--- src/hw/rtl/maa_pkg.sv ---
// Shared types and constants for the moving average accumulate unit.
package maa_pkg;

  localparam int unsigned MaxWindowDef = 256;
  localparam int unsigned SampleW      = 16;
  localparam int unsigned AccW         = 24;
  localparam int unsigned GainW        = 16;
  localparam int unsigned WlenW        = 9;
  localparam int unsigned CfgDataW     = 16;
  localparam int unsigned FracBits     = 14;

  // Register indexes of the configuration port
  typedef enum logic {
    RegWindowLength = 1'b0,
    RegGain         = 1'b1
  } reg_idx_e;

  // Live configuration seen by the datapath
  typedef struct packed {
    logic        [WlenW-1:0] window_length;
    logic signed [GainW-1:0] gain;
  } cfg_t;

  localparam logic        [WlenW-1:0] WlenReset = WlenW'(1);
  localparam logic signed [GainW-1:0] GainReset = GainW'(16384);

endpackage

--- src/hw/rtl/maa_queue.sv ---
// Two-entry queue between the front end and the back end.
module maa_queue import maa_pkg::*; #(
  parameter int unsigned WIDTH = SampleW
) (
  input  logic             clk_i,
  input  logic             rst_ni,
  input  logic             push_i,
  input  logic [WIDTH-1:0] data_i,
  output logic             full_o,
  input  logic             pop_i,
  output logic [WIDTH-1:0] data_o,
  output logic             empty_o
);

  logic [WIDTH-1:0] slot_q [2];
  logic             wr_ptr_q, rd_ptr_q;
  logic [1:0]       count_q;
  logic             do_push, do_pop;

  assign full_o  = (count_q == 2'd2);
  assign empty_o = (count_q == 2'd0);
  assign do_push = push_i && !full_o;
  assign do_pop  = pop_i && !empty_o;
  assign data_o  = slot_q[rd_ptr_q];

  // Store the pushed item
  always_ff @(posedge clk_i) begin
    if (do_push) begin
      slot_q[wr_ptr_q] <= data_i;
    end
  end

  // Advance pointers and occupancy
  always_ff @(posedge clk_i or negedge rst_ni) begin
    if (!rst_ni) begin
      wr_ptr_q <= 1'b0;
      rd_ptr_q <= 1'b0;
      count_q  <= 2'd0;
    end else begin
      if (do_push) begin
        wr_ptr_q <= !wr_ptr_q;
      end
      if (do_pop) begin
        rd_ptr_q <= !rd_ptr_q;
      end
      if (do_push && !do_pop) begin
        count_q <= count_q + 2'd1;
      end else if (do_pop && !do_push) begin
        count_q <= count_q - 2'd1;
      end
    end
  end

endmodule

--- config.mk ---
export PLATFORM = sky130hd
export DESIGN_NAME = maa_queue
export DESIGN_NICKNAME = d
export VERILOG_FILES = /design/src/hw/rtl/maa_pkg.sv /design/src/hw/rtl/maa_queue.sv
export SDC_FILE = /design/constraint.sdc
export NUM_CORES = 1
export LEC_CHECK = 0
export BUFFER_PORTS_ARGS = -buffer_cell sky130_fd_sc_hd__buf_4
export CORE_MARGIN = 2
export CORE_UTILIZATION = 50
export CTS_CLUSTER_DIAMETER = 50
export DETAILED_ROUTE_END_ITERATION = 10
export HOLD_SLACK_MARGIN = 0.02
export PLACE_DENSITY = 0.87
export REMOVE_ABC_BUFFERS = 1
export SYNTH_ARGS = -nofsm -noshare
export SYNTH_HDL_FRONTEND = slang
export SYNTH_SLANG_ARGS = --single-unit
--- constraint.sdc ---
create_clock -name clk_i -period 2.4 [get_ports clk_i]
set_input_delay 0.48 -clock clk_i [delete_from_list [all_inputs] [get_ports clk_i]]
set_output_delay 0.48 -clock clk_i [all_outputs]
set_load 0.1 [all_outputs]
==> out/metrics.csv <==
stage;metric;value;unit
outcome;status;completed;
grt;first-pass GRT wire length;3590;um
grt;vias in the first global route;788;
floorplanning;Starting Density;51.8;%
worst_setup_path;crit end category;output pin;
floorplanning;Die X;57.0;um
sta;Final Max Slew Viols;0;
cells_and_area;fin area;1790;um^2
drt;DRT iter0 DRCs;9;
cells_and_area;layout cells sized above 1;53.9;%
sta;part of the cycle the worst path needs;89.8;%
drt;drt pass-1 iters;2;
min_path;Hold WC Path Type;primary input to flip-flop;
sta;worst setup margin;244;ps
worst_setup_path;Startpoint Class;flip-flop;
worst_setup_path;Critical Path AT;1680;ps
sta;Hold Violations, Final;0;
clocking;Root Buffer;clkbuf_4;
cells_and_area;ANT cells;0;
synthesis;Synth Instances;69;
cells_and_area;P&R area growth vs syn;27.6;%
synthesis;top_reg_cell synth;edfxtp_1;
clocking;CTS HTree Levels;2;
clocking;clk buf depth;2;
synthesis;share of Yosys cell area claimed by the top area cell type;68.5;%
sta;Max Fclk;464;MHz
place;dpl cell area;1700;um^2
synthesis;Synth cell types;15;
drt;via/cell ratio;4.89;
drt;Routed WL per cell;15.2;um
place;DPL Wire Length;1640;um
drt;via count;714;
floorplanning;FP Rows;19;
clocking;CTS tree;built;
place;# port buffers;37;
cells_and_area;Final #Nets;135;
worst_setup_path;critical path class;flip-flop to output pin;
grt;initial antenna violation count;0;
sta;TNS Setup;0;ps
synthesis;YS warnings;0;
clocking;CTS Buf Count;5;
clocking;clock net sink count;36;
worst_setup_path;CP max FO;13;
drt;final WL;2230;um
synthesis;Post-synth EDFFs;32;
synthesis;synth top area cells;edfxtp_1 69%, mux2_4 9.6%, dfrtp_1 7.1%;
grt;GRT overflow;0;
worst_setup_path;Worst Path Required;1920;ps
grt;largest net degree at the start of global routing;17;
sta;Tightest Pin Transition;701;ps
clocking;latest clock arrival within the worst-skew pair;330;ps
synthesis;ys async rst share;11.1;%
job;# Max-Cap Violations;0;
sta;unrepaired setup endpoints after global routing;no;
sta;Max Clock Skew;11.4;ps
sta;setup violators final;0;
synthesis;leading area contributor after synthesis;edfxtp_1;
place;DP Worst Slack;610;ps
grt;total track usage;15.5;%
synthesis;mapped cell area;1400;um^2
synthesis;#FFs+latches synth;36;
synthesis;Post-synth top cells;32 x edfxtp_1, 9 x mux2_4, 7 x mux2_2;
place;Final GP Congestion;0.663;
clocking;clock slew at reported path FFs;100;ps
drt;post-route ant nets;0;
synthesis;most instantiated library cell after synthesis;edfxtp_1;
floorplanning;Ports;38;
synthesis;sequential share of the synthesized area;75.6;%
drt;number of remaining DRC errors;0;
floorplanning;die area;3250;um^2
sta;Tmin final;2160;ps
floorplanning;Die Ht;57.0;um
sta;Slew HR;53.3;%
floorplanning;core area;2710;um^2
synthesis;syn_area_per_cell;20.3;um^2
-- per-layer routing --
| layer | vias up | wire, um | GRT usage, % |
|---|---|---|---|
| li1 | 345 | - | - |
| met1 | 332 | 882 | 17.1 |
| met2 | 32 | 1140 | 26.3 |
| met3 | 5 | 157 | 4.99 |
| met4 | 0 | 44 | 8.97 |
| met5 | - | 0 | 0 |
-- final timing paths --
| path | depth (start not counted) | to | startpoint | slack (ps) |
|---|---|---|---|---|
| worst min-delay path | 1 | slot_q[0][14] | data_i[14] | 330 |
| max in group asynchronous | 2 | wr_ptr_q | rst_ni | 1830 |
| min in group asynchronous | 2 | rd_ptr_q | rst_ni | 460 |
| worst max register to register | 4 | slot_q[0][6] | count_q[0] | 690 |
| worst max-delay path | 3 | data_o[7] | rd_ptr_q | 240 |
| worst min register to register | 1 | wr_ptr_q | wr_ptr_q | 510 |
-- cells in the final DEF, fill, tap and decap left out, drive strengths merged --
master	Yosys	final
mux2	16	16
and3	1	1
ha	1	1
clkinv	0	1
xnor2	3	3
nand2	1	1
dlygate4sd3	0	1
xor2	2	2
nor2	3	3
dfrtp	4	4
buf	2	39
nand2b	1	1
o21ai	1	1
edfxtp	32	32
bufinv	0	1
inv	2	2
clkbuf	0	6
-- worst max-delay path: stages (launching register included) --
cell     delay, ps
dfrtp_1        460
buf_4          290
mux2_2         360
buf_4          230
-- through the flow --
stage | utilization, % | std cells | hold slack (ps)
global placement | 62.8 | 137 | 279
CTS | 66.0 | 146 | 314
global route | 66.0 | 146 | 308
finish | 66.0 | 146 | 326
detailed placement | 62.8 | 137 | 281
floorplan | - | 67 | 184
-- what timing repair did --
action                                 in CTS  in global routing
hold buffers                                1                  0
resized for setup                           0                  0
buffers inserted                            0                  0
endpoints found under the hold margin       4                  0
-- logic make-up after synthesis --
| group | synth area share (%) |
|---|---|
| adders and majority gates | 0.892 |
| AOI/OAI and AO/OA | 0.356 |
| muxes | 15.3 |
| and+or+nand+nor | 1.96 |
| buffers and inverters | 2.77 |
| xor gates and xnor gates | 3.12 |
| DFF | 75.6 |
-- area by class of cell --
type	count	area (um^2)
Fill cell	208	921
Timing Repair Buffer	40	303
Clock inverter	2	35.0
Clock buffer	6	41.3
Multi-Input combinational cell	29	303
Inverter	2	7.51
Sequential cell	36	1060
Tap cell	31	38.8
-- state kept, by name, summed over array words and instances (netlist names) --
name      flops
wr_ptr_q      1
rd_ptr_q      1
slot_q       32
count_q       2
Power is not shown: default switching activity piles up to over one toggle a cycle in this logic, so the estimate is an artifact.
