[src/hw/rtl/maa_pkg.sv]
// Shared types and constants for the moving average accumulate unit.
package maa_pkg;

  localparam int unsigned MaxWindowDef = 256;
  localparam int unsigned SampleW      = 16;
  localparam int unsigned AccW         = 24;
  localparam int unsigned GainW        = 16;
  localparam int unsigned WlenW        = 9;
  localparam int unsigned CfgDataW     = 16;
  localparam int unsigned FracBits     = 14;

  // Register indexes of the configuration port
  typedef enum logic {
    RegWindowLength = 1'b0,
    RegGain         = 1'b1
  } reg_idx_e;

  // Live configuration seen by the datapath
  typedef struct packed {
    logic        [WlenW-1:0] window_length;
    logic signed [GainW-1:0] gain;
  } cfg_t;

  localparam logic        [WlenW-1:0] WlenReset = WlenW'(1);
  localparam logic signed [GainW-1:0] GainReset = GainW'(16384);

endpackage

[src/hw/rtl/maa_back.sv]
// Back end: serial divide, gain multiply, saturating add and output register.
module maa_back import maa_pkg::*; #(
  parameter int unsigned MAX_WINDOW = MaxWindowDef
) (
  input  logic                   clk_i,
  input  logic                   rst_ni,
  input  cfg_t                   cfg_i,
  input  logic [SampleW + $clog2(MAX_WINDOW) + 1 + $clog2(MAX_WINDOW + 1) + AccW:0] entry_i,
  input  logic                   q_empty_i,
  output logic                   pop_o,
  output logic                   out_valid_o,
  input  logic                   out_stall_i,
  output logic signed [AccW-1:0] result_o,
  output logic                   result_last_o
);

  localparam int unsigned CntW  = $clog2(MAX_WINDOW + 1);
  localparam int unsigned SumW  = SampleW + $clog2(MAX_WINDOW) + 1;
  localparam int unsigned ProdW = SumW + GainW;
  localparam int unsigned ResW  = ProdW + 1;
  localparam int unsigned StepW = $clog2(SumW);

  localparam logic signed [AccW-1:0] AccMax = {1'b0, {(AccW - 1){1'b1}}};
  localparam logic signed [AccW-1:0] AccMin = {1'b1, {(AccW - 1){1'b0}}};

  typedef enum logic [4:0] {
    B_IDLE = 5'b00001,
    B_DIV  = 5'b00010,
    B_SIGN = 5'b00100,
    B_MUL  = 5'b01000,
    B_FIN  = 5'b10000
  } bstate_e;

  bstate_e state_q, state_d;

  logic signed [SumW-1:0] e_sum;
  logic [CntW-1:0]        e_div;
  logic signed [AccW-1:0] e_acc;
  logic                   e_last;

  logic                   neg_q;
  logic [SumW-1:0]        quo_q;
  logic [CntW-1:0]        rem_q;
  logic [CntW-1:0]        div_q;
  logic [StepW-1:0]       step_q;
  logic signed [AccW-1:0] acc_q;
  logic                   last_q;
  logic signed [SumW-1:0] avg_q;
  logic signed [ProdW-1:0] prod_q;

  logic                   out_valid_q;
  logic signed [AccW-1:0] result_q;
  logic                   result_last_q;

  logic [CntW:0]           rem_sh;
  logic                    q_bit;
  logic signed [ProdW-1:0] bias;
  logic signed [ProdW-1:0] scaled;
  logic signed [ResW-1:0]  res_w;
  logic signed [AccW-1:0]  res_sat;
  logic                    load_out;

  assign {e_sum, e_div, e_acc, e_last} = entry_i;

  assign pop_o    = (state_q == B_IDLE) && !q_empty_i;
  assign load_out = (state_q == B_FIN) && (!out_valid_q || !out_stall_i);

  // One restoring divide step per cycle
  always_comb begin
    rem_sh = {rem_q, quo_q[SumW-1]};
    q_bit  = (rem_sh >= {1'b0, div_q});
  end

  // Truncate the scaled value toward zero and saturate the sum
  always_comb begin
    bias   = prod_q[ProdW-1] ? ProdW'((1 << FracBits) - 1) : '0;
    scaled = (prod_q + bias) >>> FracBits;
    res_w  = ResW'(acc_q) + ResW'(scaled);
    if (res_w > ResW'(AccMax)) begin
      res_sat = AccMax;
    end else if (res_w < ResW'(AccMin)) begin
      res_sat = AccMin;
    end else begin
      res_sat = AccW'(res_w);
    end
  end

  // Sequence the divide, sign, multiply and finish steps
  always_comb begin
    state_d = state_q;
    case (state_q)
      B_IDLE: begin
        if (!q_empty_i) begin
          state_d = B_DIV;
        end
      end
      B_DIV: begin
        if (step_q == StepW'(SumW - 1)) begin
          state_d = B_SIGN;
        end
      end
      B_SIGN: begin
        state_d = B_MUL;
      end
      B_MUL: begin
        state_d = B_FIN;
      end
      B_FIN: begin
        if (load_out) begin
          state_d = B_IDLE;
        end
      end
      default: begin
        state_d = B_IDLE;
      end
    endcase
  end

  // Datapath registers
  always_ff @(posedge clk_i) begin
    case (state_q)
      B_IDLE: begin
        neg_q  <= e_sum[SumW-1];
        quo_q  <= e_sum[SumW-1] ? SumW'(-e_sum) : SumW'(e_sum);
        rem_q  <= '0;
        div_q  <= e_div;
        step_q <= '0;
        acc_q  <= e_acc;
        last_q <= e_last;
      end
      B_DIV: begin
        rem_q  <= q_bit ? CntW'(rem_sh - {1'b0, div_q}) : CntW'(rem_sh);
        quo_q  <= {quo_q[SumW-2:0], q_bit};
        step_q <= step_q + StepW'(1);
      end
      B_SIGN: begin
        avg_q <= neg_q ? -$signed(quo_q) : $signed(quo_q);
      end
      B_MUL: begin
        prod_q <= ProdW'(cfg_i.gain) * ProdW'(avg_q);
      end
      default: begin
      end
    endcase
  end

  // Output register holds the result until it is taken
  always_ff @(posedge clk_i) begin
    if (load_out) begin
      result_q      <= res_sat;
      result_last_q <= last_q;
    end
  end

  always_ff @(posedge clk_i or negedge rst_ni) begin
    if (!rst_ni) begin
      state_q     <= B_IDLE;
      out_valid_q <= 1'b0;
    end else begin
      state_q <= state_d;
      if (load_out) begin
        out_valid_q <= 1'b1;
      end else if (!out_stall_i) begin
        out_valid_q <= 1'b0;
      end
    end
  end

  assign out_valid_o   = out_valid_q;
  assign result_o      = result_q;
  assign result_last_o = result_last_q;

endmodule

[config.mk]
export PLATFORM = sky130hd
export DESIGN_NAME = maa_back
export DESIGN_NICKNAME = d
export VERILOG_FILES = /design/src/hw/rtl/maa_pkg.sv /design/src/hw/rtl/maa_back.sv
export SDC_FILE = /design/constraint.sdc
export NUM_CORES = 1
export LEC_CHECK = 0
export ABC_AREA = 0
export ABC_CLOCK_PERIOD_IN_PS = 6200
export BUFFER_PORTS_ARGS = -buffer_cell sky130_fd_sc_hd__buf_2
export CAP_MARGIN = 5
export CORE_ASPECT_RATIO = 1.5
export CORE_UTILIZATION = 58
export CTS_CLUSTER_SIZE = 16
export DETAILED_ROUTE_END_ITERATION = 7
export PLACE_DENSITY = 0.89
export SYNTH_ARGS = -nofsm -noshare
export SYNTH_HDL_FRONTEND = slang
export SYNTH_SLANG_ARGS = --single-unit
[constraint.sdc]
create_clock -name clk_i -period 6.2 [get_ports clk_i]
set_clock_uncertainty 0.2 [all_clocks]
set_input_delay 0.93 -clock clk_i [delete_from_list [all_inputs] [get_ports clk_i]]
set_output_delay 0.93 -clock clk_i [all_outputs]
set_load 0.02 [all_outputs]
==> impl_results.md, run 1 <==
* Core ar. at 40,400 µm²
* Cts hold-fix bufs at 0
* Hold Vio Cnt, Final at 0
* Ports at 115
* Cell Chain, Critical Path: buf_4 -> nand2_1 -> fa_1 -> inv_1 -> fa_1 -> fa_1 -> fa_1 -> fa_1 -> inv_2 -> fa_1 -> inv_2 -> ha_4 -> and3_4 -> buf_12 -> a31oi_4 -> nand3_2 -> o211ai_1 -> buf_4 -> a31oi_4 -> o21a_1 -> nor2_1 -> xnor2_1
* CP required at 6.25 ns
* Worst path most repeated cell: fa_1
* First-pass GRT wire length at 108,000 µm
* Buffers on Ports at 105
* TritonRoute pass-1 iters at 7
* DIE AREA at 42,000 µm²
* Number of placement rows at 90
* RSZ-0062 raised after global routing: yes
* Most frequent cells in the layout: inv_1 (451), fa_1 (358), nand2_1 (285), buf_4 (219), edfxtp_1 (165)
* Worst hold path class: in -> async
* Gpl congestion at 0.912
* Synth-to-Final Area Change at 20.1%
* Fraction of layout cells with a size suffix above 1 at 22.5%
* Largest net degree at the start of global routing at 42
* Total GRT Usage at 33.3%
* EDFF count, synth at 165
* Post-synth top area share at 32.7%
* GRT Residual Overflow at 0
* Syn_nets at 3,088
* Yosys warning count at 0
* Post-DRT Antenna Nets at 0
* CP arrival at 7.04 ns
* Largest stage delay, worst path at 0.79 ns
* Initial core utilization at 59.0%
* Vias at 20,200
* Inserted Diodes at 0
* Sequential element share of the synthesized area at 21.4%
* Mapped cell area at 23,800 µm²
* CP Max Fanout at 10
* Reg2Reg Depth at 22
* Setup violators final at 20
* Synth async-reset ratio at 3.51%
* Fmax at 0.143 GHz
* Number of global-route vias before repair at 21,700
* Initial antenna violation count at 1
* DRC viols at 0
* Setup_tns at -8.67 ns
* Critical path destination: prod_q[39]$_DFFE_PP_
* Root Buffer: clkbuf_16
* Register-to-register setup slack at -0.79 ns
* Syn avg cell area at 9.71 µm²
* Setup WS post-layout at -0.787 ns
* CTS H-tree lvls at 4
* Unique masters post-synth at 83
* Max-cap viol count at 0
* Period minus WS final at 6.99 ns
* Area leader, netlist: fa_1
* Die Wd at 168 µm
* Main synth FF type: edfxtp_1
* WL final at 73,000 µm
* Die height at 250 µm
* Via density at 6.17
* Slowest CP cell: edfxtp_1
* Placed wire-length estimate at 46,700 µm
* Final worst path period share at 113%
* Drt wl/cell at 22.2 µm
* Tightest Pin Transition at 1.15 ns
* Worst Setup SP: avg_q[20]$_DFFE_PP_
* First DRT Iteration DRCs at 2,237
* Critical path endpoint category: flop
* Core Util, Final at 70.8%
* Slew headroom at 23.5%
* Crit Path Class: reg -> reg
* R2r endpoint: prod_q[39]$_DFFE_PP_
* CTS tree: yes
* Clock sink count at 171
* Worst-Skew Late Latency at 0.50 ns
* Worst-path clk slew at 0.07 ns
* Synth top area cells: fa_1 (33%), edfxtp_1 (21%), ha_1 (8.0%), inv_1 (7.8%), nand2_1 (4.9%)
* Commonest non-fill, non-tap cell in the layout: inv_1
* Layout Nets at 3,392
* Post-synthesis sequential element count at 171
* CTS max path bufs at 2
* Failing checks: negative setup slack
* Crit start category: flop
* Max Slew Vio Count at 0
* Inserted Clock Buffers at 17
* Post-synthesis cell count at 2,457
* Critical R2R Launch: avg_q[20]$_DFFE_PP_
* Outcome: finished with violations
-- cell type report --
class	count	area (µm²)
clock buffer	17	425
clock inverter	15	179
fill	2381	11800
inverter	493	1850
multi-input combinational	1713	17500
sequential	171	5110
tap	506	633
timing repair buffer	365	2950
-- flip-flops by register name, summed over array words and instances, names as in the netlist --
register       flops
prod_q            41
avg_q             25
quo_q             25
acc_q             24
result_o          24
div_q              9
rem_q              9
state_q            5
step_q             5
last_q             1
neg_q              1
out_valid_o        1
result_last_o      1
-- critical path: cells and delay by family (launching register included) --
kind            cells  cell delay [ns]
simple gates        4             0.59
flops               1             0.79
fa+ha+maj           7             3.50
compound gates      4             0.73
buf+inv             6             0.86
xor+xnor            1             0.08
-- logic make-up (layout without fill, tap and decap cells) --
| group | after synthesis | in the layout | share of synthesized area (%) |
|---|---|---|---|
| AND/OR/NAND/NOR | 716 | 716 | 14.7 |
| buffers and inverters | 573 | 890 | 9.12 |
| flip-flops | 171 | 171 | 21.4 |
| multiplexers | 1 | 1 | 0.0420 |
| AO/OA/AOI/OAI | 315 | 315 | 8.88 |
| XOR/XNOR | 138 | 138 | 5.07 |
| adder cells (fa/ha/maj) | 543 | 543 | 40.8 |
-- layer usage --
layer  global-route usage [%]  part of all wire [%]  routed length, µm
met5                        0                     0                  0
met4                     24.2                   9.7               7070
met2                     59.7                    50              36200
met1                     33.5                    31              22700
met3                     7.87                   9.5               6960
-- Yosys cell counts, drive strengths merged, types with 7 or more instances --
cell,n
o21a,35
and3,13
nand2,311
o21ai,80
nor2,90
nand2b,19
edfxtp,165
nand3,25
ha,153
nor3,16
o31ai,11
a21o,23
clkbuf,75
xor2,55
or3,15
a211oi,13
inv,493
o211ai,7
nor2b,10
xnor2,83
nand4,18
and2,170
a21oi,77
a31oi,13
fa,390
o41ai,8
o21bai,12
-- repair_timing --
item                                    4_1_cts  5_1_grt
endpoints found under the setup margin       15       49
hold endpoints to repair                      0        0
buffers inserted                             31       29
pin swaps                                   104       59
resized for setup                           134       93
cloned                                        3        2
-- worst min-delay path by stage --
stage / to / depth (start not counted) / slack (ns)
after CTS: state_q[4]$_DFFE_PN0P_ / 1 / 0.05
after global routing: out_valid_o$_DFFE_PN0P_ / 1 / 0.06
after detailed placement: result_last_o$_DFFE_PP_ / 0 / 0.21
after floorplan: result_last_o$_DFFE_PP_ / 0 / 0.20
after global placement: result_last_o$_DFFE_PP_ / 0 / 0.22
final: state_q[4]$_DFFE_PN0P_ / 1 / 0.05
-- stage by stage --
step                      instance area, µm²  setup slack, ns  instances  hold WS (ns)
final                                  28600           -0.787       3280        0.0512
after global routing                   28600           -0.859       3280        0.0602
after CTS                              28100           -0.212       3252        0.0520
after detailed placement               26700           -0.940       3186         0.214
after global placement                 26700           -0.791       3186         0.220
after floorplan                        24400           -0.366       2457         0.200
Power of run 1 is left out: the tool's default activity adds up to more than one toggle a clock period on the data nets, which glitch-free logic cannot reach.
==> inputs of run 2 (changes only) <==
ABC_AREA = 1   (was 0)
CORE_UTILIZATION = 59   (was 58)
PLACE_DENSITY = 0.9   (was 0.89)
==> run 2 against run 1 <==
Against the previous run:
- the flow finishes with violations (design-rule violations, negative setup slack)
- fmax grew 8.0%
- setup slack gained 0.52 ns
- sequential cell count is the same
- via count grew 14%
- area after synthesis grew 6.4%
- non-clock buffer count shrank 8
- critical path depth is the same
- sequential share of layout area shrank 0.63 points
- global-route usage shrank 0.30 points
- core utilization shrank 0.57 points
- critical path type unchanged
- highest routed layer is now met5
==> impl_results.md, run 2 <==
* Worst-path clk slew at 0.07 ns (about the same)
* Fraction of layout cells with a size suffix above 1 at 16.0% (-6.5 points)
* Storage element area at 5110 µm² (unchanged)
* Synth top area cells: fa_1 (31%), edfxtp_1 (20%), inv_1 (12%), nand2_1 (11%), ha_1 (7.5%)
* Post-synth top cells: inv_1 (821), nand2_1 (760), fa_1 (390), nor2_1 (172), edfxtp_1 (165)
* Die height at 256 µm (+2.3%)
* Max Slew Vio Count at 0 (unchanged)
* Outcome: finished with violations
* Via density at 5.82 (-5.6%)
* Mapped cell area at 25,400 µm² (+6.4%)
* Final hold slack at 0.0668 ns (+0.0156 ns)
* Core ar. at 42,200 µm² (+4.5%)
* Max FFs per register at 41 (unchanged)
* Most frequent cells in the layout: inv_1 (809), nand2_1 (743), fa_1 (381), buf_4 (236), edfxtp_1 (165)
* Design area at 29,700 µm² (+3.7%)
* Synth-to-Final Area Change at 17.0%
* CP required at 6.22 ns (-0.03 ns)
* Inserted Clock Buffers at 17 (unchanged)
* Layout Nets at 4,025 (+19%)
* Largest net degree at the start of global routing at 46 (+9.5%)
* Syn_nets at 3,754 (+22%)
* Total GRT Usage at 33.0% (-0.30 points)
* Filler cells at 2,695 (+13%)
* Slew headroom at 35.9% (+12 points)
* Crit Path Class: reg -> reg
* Hold Vio Cnt, Final at 0 (unchanged)
* Yosys warning count at 0 (unchanged)
* Most common cell in the synthesized netlist: inv_1
* CP arrival at 6.49 ns (-0.55 ns)
* Initial antenna violation count at 1 (unchanged)
* GRT Residual Overflow at 0 (unchanged)
* Fmax at 0.155 GHz (+8.0%)
* Worst hold path class: in -> async
* RSZ-0062 raised after global routing: yes
* Unique masters post-synth at 48 (-42%)
* Cts hold-fix bufs at 0 (unchanged)
* Placed wire-length estimate at 55,500 µm (+19%)
* Drt wl/cell at 19.9 µm (-10%)
* Critical R2R Launch: avg_q[19]$_DFFE_PP_
* Clock sink count at 171 (unchanged)
* Multi-input gate area in the final layout at 17,500 µm² (about the same)
* Sequential element share of the synthesized area at 20.1% (-1.3 points)
* Main synth FF type: edfxtp_1
* CTS tree: yes
* Largest registers: prod_q: 41 flops, avg_q: 25 flops, quo_q: 25 flops
* Setup violators final at 20 (unchanged)
* TritonRoute pass-1 iters at 8 (+1)
* Post-DRT Antenna Nets at 0 (unchanged)
* Period minus WS final at 6.47 ns (-0.519 ns)
* First-pass GRT wire length at 111,000 µm (+3.5%)
* Tightest Pin Transition at 0.960 ns (-0.188 ns)
* CTS H-tree lvls at 4 (unchanged)
* EDFF count, synth at 165 (unchanged)
* Number of global-route vias before repair at 24,000 (+11%)
* Ports at 115 (unchanged)
* Setup_tns at -2.36 ns (+6.31 ns)
* Area leader, netlist: fa_1
* CP Max Fanout at 11 (+1)
* # placed instances at 3,900 (+22%)
* Synth async-reset ratio at 3.51% (unchanged)
* WL final at 79,100 µm (+8.4%)
* Root Buffer: clkbuf_16
* Number of placement rows at 92 (+2.2%)
* Largest Register: prod_q
* Syn avg cell area at 8.12 µm² (-16%)
* Non-Filler Instances at 3,971 (+21%)
* Critical path endpoint category: flop
* DIE AREA at 43,900 µm² (+4.5%)
* DP Area at 28,000 µm² (+4.9%)
* Worst Setup SP: avg_q[19]$_DFFE_PP_
* Worst-Skew Late Latency at 0.47 ns (-0.03 ns)
* Setup WS post-layout at -0.268 ns (+0.519 ns)
* Crit start category: flop
* DRC viols at 31 (+31)
* Inserted Diodes at 0 (unchanged)
* Vias at 23,100 (+14%)
* Failing checks: design-rule violations, negative setup slack
* Initial core utilization at 60.1% (+1.1 points)
* Final worst path period share at 104% (-8.4 points)
* Post-synth top area share at 30.8% (-2.0 points)
* Buffers on Ports at 105 (unchanged)
* Commonest non-fill, non-tap cell in the layout: inv_1
* Gpl congestion at 0.991 (+8.6%)
* Die Wd at 171 µm (+2.2%)
* Post-synthesis sequential element count at 171 (unchanged)
* First DRT Iteration DRCs at 2,359 (+5.5%)
* Max-cap viol count at 0 (unchanged)
* CTS max path bufs at 2 (unchanged)
* Post-synthesis cell count at 3,123 (+27%)
## run 2: changes by cell type in the layout (fill, tap and decap cells not counted), moves of 40 or more
| cell | before | now |
|---|---|---|
| and2_1 | 158 | 1 |
| inv_1 | 451 | 809 |
| nand2_1 | 285 | 743 |
| nand3_1 | 22 | 78 |
| nor2_1 | 85 | 147 |
| xnor2_1 | 82 | 42 |
| xor2_1 | 55 | 95 |
## run 2: through the flow
stage,util [%],setup slack (ns)
floorplan,-,-0.0158
global placement,66.4,-0.582
detailed placement,66.4,-0.659
CTS,68.2,0.0266
global route,70.3,-0.691
finish,70.3,-0.268
## run 2: cell families (layout without fill, tap and decap cells)
family	after synthesis	in the layout	share of synthesized area, %
AND/OR/NAND/NOR	1113	1113	17.9
XOR/XNOR	137	137	4.73
buffers and inverters	927	1211	13.8
flip-flops	171	171	20.1
adder cells (fa/ha/maj)	543	543	38.3
AO/OA/AOI/OAI	232	232	5.09
## run 2: cell type report
type	count	share of cell area, %
Clock buffer	17	1.43
Clock inverter	15	0.628
Inverter	822	10.4
Timing Repair Buffer	357	9.06
Sequential cell	171	17.2
Tap cell	564	2.38
Multi-Input combinational cell	2025	58.9
## run 2: worst max-delay path, cell delays in order (launching register included)
cell,delay (ns)
edfxtp_1,0.84
buf_4,0.28
nand2_1,0.11
fa_1,0.55
inv_1,0.06
fa_1,0.51
inv_1,0.07
fa_1,0.52
inv_1,0.08
fa_1,0.50
fa_1,0.50
inv_1,0.06
fa_1,0.48
inv_1,0.06
ha_4,0.29
nand2_1,0.08
nor2_2,0.15
inv_1,0.11
nor2_2,0.18
nand2_1,0.09
nand3_1,0.19
a21oi_1,0.13
xnor2_1,0.15
## run 2: layer usage
| layer | global-route usage [%] | part of all wire, % |
|---|---|---|
| met2 | 59.5 | 49 |
| met1 | 31.7 | 29 |
| met3 | 6.45 | 10 |
| met4 | 27.6 | 13 |
| met5 | 0 | 0.030 |
## run 2: timing repair
action	in CTS	in global routing
gates cloned	0	4
gates resized for setup	25	139
pin swaps	11	45
setup buffers	9	26
endpoints found under the setup margin	17	23
## run 2: worst paths after layout
| path | to | slack, ns | cells after the start |
|---|---|---|---|
| max in group asynchronous | state_q[0]$_DFFE_PN1P_ | 5.51 | 1 |
| min in group clk_i | result_last_o$_DFFE_PP_ | 0.22 | 0 |
| hold reg to reg | result_last_o$_DFFE_PP_ | 0.22 | 0 |
| setup / recovery | prod_q[30]$_DFFE_PP_ | -0.27 | 22 |
| hold / removal | state_q[2]$_DFFE_PN0P_ | 0.07 | 1 |
| setup reg to reg | prod_q[30]$_DFFE_PP_ | -0.27 | 22 |
Power of run 2 is left out for the same reason.
